## config.mk

```make
export PLATFORM = sky130hd
export DESIGN_NAME = istt_mathu
export DESIGN_NICKNAME = d
export VERILOG_FILES = /design/src/sv/istt_pkg.sv /design/src/sv/istt_mathu.sv
export SDC_FILE = /design/constraint.sdc
export NUM_CORES = 2
export LEC_CHECK = 0
export BUFFER_PORTS_ARGS = -buffer_cell sky130_fd_sc_hd__buf_2
export CELL_PAD_IN_SITES_DETAIL_PLACEMENT = 0
export CELL_PAD_IN_SITES_GLOBAL_PLACEMENT = 1
export CORE_MARGIN = 3
export CORE_UTILIZATION = 40
export CTS_BUF_LIST = sky130_fd_sc_hd__clkbuf_4
export CTS_CLUSTER_DIAMETER = 200
export DETAILED_ROUTE_END_ITERATION = 7
export PLACE_DENSITY_LB_ADDON = 0.1
export SETUP_SLACK_MARGIN = 0.3
export SYNTH_ARGS = -nofsm -noshare
export SYNTH_HDL_FRONTEND = slang
export SYNTH_SLANG_ARGS = --single-unit
```

## constraint.sdc

```tcl
create_clock -name clk -period 6.4 [get_ports clk]
set_input_delay 1.28 -clock clk [delete_from_list [all_inputs] [get_ports clk]]
set_output_delay 1.28 -clock clk [all_outputs]
set_load 0.02 [all_outputs]
```

## src/sv/istt_pkg.sv

```systemverilog
// Shared types, constants and helpers for the inverse-square trajectory tracer.
package istt_pkg;

	localparam int MaxStepsDefault = 64;
	localparam int CfgIdxW = 3;
	localparam int CfgDataW = 32;

	typedef enum logic [CfgIdxW-1:0] {
		REG_MAG_A_X    = 3'd0,
		REG_MAG_A_Y    = 3'd1,
		REG_MAG_B_X    = 3'd2,
		REG_MAG_B_Y    = 3'd3,
		REG_MAG_A_STR  = 3'd4,
		REG_MAG_B_STR  = 3'd5,
		REG_TIME_STEP  = 3'd6,
		REG_TRACE_STEPS = 3'd7
	} cfg_reg_t;

	localparam logic signed [31:0] MagAXReset = 32'sd0;
	localparam logic signed [31:0] MagAYReset = 32'sd35389440;
	localparam logic signed [31:0] MagBXReset = 32'sd125829120;
	localparam logic signed [31:0] MagBYReset = 32'sd35389440;
	localparam logic signed [31:0] MagStrReset = -32'sd327680000;
	localparam logic [15:0] TimeStepReset = 16'd1280;
	localparam logic [6:0] TraceStepsReset = 7'd64;

	typedef struct packed {
		logic signed [31:0] start_x;
		logic signed [31:0] start_y;
		logic signed [31:0] vel_x;
		logic signed [31:0] vel_y;
		logic signed [15:0] charge;
	} in_word_t;

	typedef struct packed {
		logic signed [31:0] pos_x;
		logic signed [31:0] pos_y;
		logic last_of_trace;
	} out_word_t;

	// Request/response between the sequencer and the iterative math unit.
	typedef enum logic [1:0] {
		OP_SQRT = 2'd0,
		OP_DIV  = 2'd1
	} op_t;

	typedef struct packed {
		logic start;
		op_t op;
		logic [63:0] a;
		logic [63:0] b;
		logic [5:0] sh;
	} mu_req_t;

	typedef struct packed {
		logic done;
		logic [63:0] res;
	} mu_rsp_t;

	function automatic logic signed [31:0] sat32(input logic signed [65:0] x);
		if (x > 66'sd2147483647) return 32'sh7FFFFFFF;
		if (x < -66'sd2147483648) return 32'sh80000000;
		return x[31:0];
	endfunction

endpackage

```

## src/sv/istt_mathu.sv

```systemverilog
// Iterative integer square root and shifted saturating divider, shared.
module istt_mathu
	import istt_pkg::*;
(
	input  logic    clk,
	input  logic    arst_n,
	input  mu_req_t req,
	output mu_rsp_t rsp
);

	typedef enum logic [1:0] {S_IDLE, S_SQRT, S_DIVQ, S_DIVF} st_t;

	st_t st_q;
	op_t op_q;
	logic [63:0] x_q, r_q, bit_q;
	logic [63:0] num_q, den_q, q_q, rem_q;
	logic [6:0] cnt_q;
	logic [5:0] fcnt_q;
	logic sat_q;
	logic done_q;

	localparam logic [63:0] Lim = 64'h7FFFFFFF;

	// one sqrt digit
	logic [63:0] rb;
	logic ge_s;
	assign rb = r_q + bit_q;
	assign ge_s = x_q >= rb;

	// one restoring-division bit over the 64-bit integer quotient
	logic [64:0] trial;
	logic [63:0] rem_sh;
	assign rem_sh = {rem_q[62:0], num_q[63]};
	assign trial = {rem_q, num_q[63]} - {1'b0, den_q};

	// fractional bit
	logic [63:0] dmr;
	logic fge;
	logic [64:0] q2;
	assign dmr = den_q - rem_q;
	assign fge = rem_q >= dmr;
	assign q2 = {q_q, fge};

	// sequencer for both operations
	always_ff @(posedge clk or negedge arst_n) begin
		if (!arst_n) begin
			st_q <= S_IDLE;
			op_q <= OP_SQRT;
			done_q <= 1'b0;
			x_q <= '0; r_q <= '0; bit_q <= '0; num_q <= '0; den_q <= '0;
			q_q <= '0; rem_q <= '0; cnt_q <= '0; fcnt_q <= '0; sat_q <= 1'b0;
		end else begin
			done_q <= 1'b0;
			unique case (st_q)
				S_IDLE: begin
					if (req.start) begin
						op_q <= req.op;
						if (req.op == OP_SQRT) begin
							x_q <= req.a;
							r_q <= '0;
							bit_q <= 64'h4000_0000_0000_0000;
							st_q <= S_SQRT;
						end else begin
							num_q <= req.a;
							den_q <= req.b;
							q_q <= '0;
							rem_q <= '0;
							cnt_q <= 7'd64;
							fcnt_q <= req.sh;
							sat_q <= 1'b0;
							st_q <= S_DIVQ;
						end
					end
				end
				S_SQRT: begin
					if (bit_q == '0) begin
						done_q <= 1'b1;
						st_q <= S_IDLE;
					end else begin
						if (ge_s) begin
							x_q <= x_q - rb;
							r_q <= (r_q >> 1) + bit_q;
						end else begin
							r_q <= r_q >> 1;
						end
						bit_q <= bit_q >> 2;
					end
				end
				S_DIVQ: begin
					if (cnt_q == '0) begin
						if (q_q > Lim) begin
							sat_q <= 1'b1;
							done_q <= 1'b1;
							st_q <= S_IDLE;
						end else if (fcnt_q == '0) begin
							done_q <= 1'b1;
							st_q <= S_IDLE;
						end else begin
							st_q <= S_DIVF;
						end
					end else begin
						num_q <= {num_q[62:0], 1'b0};
						if (!trial[64]) begin
							rem_q <= trial[63:0];
							q_q <= {q_q[62:0], 1'b1};
						end else begin
							rem_q <= rem_sh;
							q_q <= {q_q[62:0], 1'b0};
						end
						cnt_q <= cnt_q - 7'd1;
					end
				end
				S_DIVF: begin
					if (fge) rem_q <= rem_q - dmr;
					else rem_q <= {rem_q[62:0], 1'b0};
					q_q <= q2[63:0];
					fcnt_q <= fcnt_q - 6'd1;
					if (q2 > {1'b0, Lim}) begin
						sat_q <= 1'b1;
						done_q <= 1'b1;
						st_q <= S_IDLE;
					end else if (fcnt_q == 6'd1) begin
						done_q <= 1'b1;
						st_q <= S_IDLE;
					end
				end
				default: st_q <= S_IDLE;
			endcase
		end
	end

	// result of the last operation: root, or clamped quotient
	assign rsp.done = done_q;
	assign rsp.res = (op_q == OP_SQRT) ? r_q : (sat_q ? Lim : q_q);

endmodule

```

==> flow_summary.json <==
{
  "status": "complete, no violations",
  "vias": 39720,
  "cts_tree": "yes",
  "path_class": "flop to flop",
  "arrival_ns": 6.97,
  "slew_violations": 0,
  "cts.sinks": 435,
  "yosysTopAreaCell": "dfrtp_1",
  "grt_max_degree": 99,
  "required_ns": 7.41,
  "cts_hold_buf": 0,
  "cts.clk_slew.worst_paths_ns": 0.06,
  "io_buffers": 203,
  "drive_above_1_share_pct": 14.87,
  "synth_edf_count": 0,
  "finalCritPeriodShare_pct": 93.17,
  "crit_fanout": 4,
  "synth-seq-cells": 435,
  "final_cell_mix": "nand2_1 (806), o21ai_0 (437), dfrtp_1 (432)",
  "drtIter0Drc": 2701,
  "num_rows": 114,
  "worstMarginPinSlew_ns": 1.174,
  "fmax_mhz": 167.7,
  "drv_cap": 0,
  "ys_types": 89,
  "final_common_cell": "nand2_1",
  "synth.net_count": 5698,
  "core_area_um2": 97140,
  "cts.path.max_buffers": 3,
  "ios": 204,
  "synthesis.area_um2": 39400,
  "ant_nets": 0,
  "finalHoldViolations": 0,
  "fp.dieH_um": 319.8,
  "end_kind": "flop",
  "wl_mm": 147.4,
  "grt_use_total_pct": 27.55,
  "ys_dominant_reg_cell": "dfrtp_1",
  "first_pass_iters": 8,
  "rsz0062_at_grt": "yes",
  "hold_class": "input port to asynchronous set/reset pin",
  "cp_slowest_stage_delay_ns": 0.40,
  "slowest_stage": "fa_2",
  "layout.nets": 5982,
  "place_hpwl_mm": 110.1,
  "syn_avg_cell_area_um2": 7.533,
  "antenna_found_initial": 5,
  "async_reset_ff_share_pct": 100.0,
  "netlist.area_leader.share_pct": 27.63,
  "viasPerCell": 5.746,
  "place_congestion": 0.9249,
  "ys_seq_area_share_pct": 27.63,
  "synthCells": 5230,
  "drc": 0,
  "finalCriticalPeriod_ns": 5.963,
  "cts_buffers": 141,
  "grt-ovfl-total": 0,
  "fin_worst_skew_ns": 0.05854,
  "grt_pass1_wl_mm": 221.3,
  "die_w_um": 319.8,
  "synth_area_leaders": "dfrtp_1 (28%), ha_1 (10%), nand2_1 (7.8%), o21ai_0 (5.9%), a21oi_1 (5.3%)",
  "startpoint_type": "flop",
  "utilization_pct": 46.81,
  "synth_warnings": 0,
  "grt_pass1_vias": 38410,
  "wire_per_inst_um": 21.33,
  "setup_violations": 0,
  "slew-limit-headroom_pct": 21.76,
  "area_growth_pct": 15.42,
  "cts_max_level": 4,
  "clk_latency_ns": 1.12,
  "start_util_pct": 40.56,
  "dieArea_um2": 102300,
  "root_buffer": "clkbuf_4"
}
-- layer usage --
metal | track usage (%) | vias to the layer above | share of wire [%]
li1 | - | 19440 | -
met1 | 33.76 | 18910 | 42
met2 | 48.24 | 1079 | 49
met3 | 4.360 | 280 | 5.2
met4 | 11.11 | 4 | 3.8
met5 | 0 | - | 0.014
-- stage by stage --
step | hold slack (ns) | instances | setup WS (ns) | area (um^2) | TNS (ns)
2_1_floorplan | 0.4540 | 5230 | 0.4129 | 39400 | 0
3_3_place_gp | 0.4709 | 6612 | -0.02208 | 42600 | -0.02335
3_5_place_dp | 0.4801 | 6612 | -0.02830 | 42600 | -0.05675
4_1_cts | 0.1233 | 6873 | 0.2625 | 44600 | 0
5_1_grt | 0.1766 | 6908 | 0.1389 | 45460 | 0
6_report | 0.1638 | 6913 | 0.4374 | 45470 | 0
-- cells by family after synthesis --
family,share of synthesized area [%]
AND/OR/NAND/NOR,21.33
AO/OA/AOI/OAI,26.83
buffers and inverters,5.189
flip-flops,27.63
XOR/XNOR,7.692
adder cells (fa/ha/maj),10.52
multiplexers,0.8003
-- final timing paths --
path | startpoint | end | slack, ns | cells past startpoint
hold reg to reg | x_q[20] | x_q[20] | 0.49 | 2
setup reg to reg | den_q[0] | rem_q[62] | 0.44 | 30
min in group clk | req[65] | den_q[59] | 0.37 | 3
hold / removal | arst_n | num_q[10] | 0.16 | 1
setup / recovery | den_q[0] | rem_q[62] | 0.44 | 30
max in group asynchronous | arst_n | x_q[57] | 4.95 | 2
-- timing repair --
item | CTS | global route
endpoints found under the setup margin | 166 | 193
buffers inserted | 3 | 20
gates resized for setup | 26 | 131
pin swaps | 8 | 59
gates cloned | 1 | 11
-- state kept, by name, summed over array words and instances, names as in the netlist --
signal and flops:
st_q 2, op_q 2, cnt_q 7, sat_q 1, bit_q 32, rem_q 64, den_q 64, fcnt_q 6
q_q 64, r_q 64, num_q 64, x_q 64, done_q 1
-- Yosys cell counts (44+ instances only) --
library cell and n:
clkbuf_1 258, and3_1 44, nand2b_1 73, a21oi_1 421
nand2_1 814, a31oi_1 160, dfrtp_1 435, nor2_1 439
nand3_1 159, a21o_1 150, xor2_1 177, o21ai_0 461
nand4_1 84, o21bai_1 54, nor3_1 70, ha_1 325
inv_1 214, xnor2_1 169
-- final cells by class --
| type | count | area, um^2 |
|---|---|---|
| Antenna cell | 9 | 22.52 |
| Clock buffer | 212 | 1592 |
| Clock inverter | 45 | 289.0 |
| Fill cell | 9963 | 51660 |
| Inverter | 215 | 807.0 |
| Multi-Input combinational cell | 4279 | 27160 |
| Sequential cell | 435 | 10890 |
| Tap cell | 1276 | 1597 |
| Timing Repair Buffer | 442 | 3119 |
-- worst max-delay path, delay by kind of cell, from the launching register on --
family	cells	cell delay, ns
simple gates	1	0.08
xor+xnor	1	0.15
compound gates	18	3.53
flops	1	0.38
buf+inv	7	0.96
fa+ha+maj	3	0.79
Power is left out: the tool's default activity adds up to more than one toggle a clock period on the data nets, which glitch-free logic cannot reach.
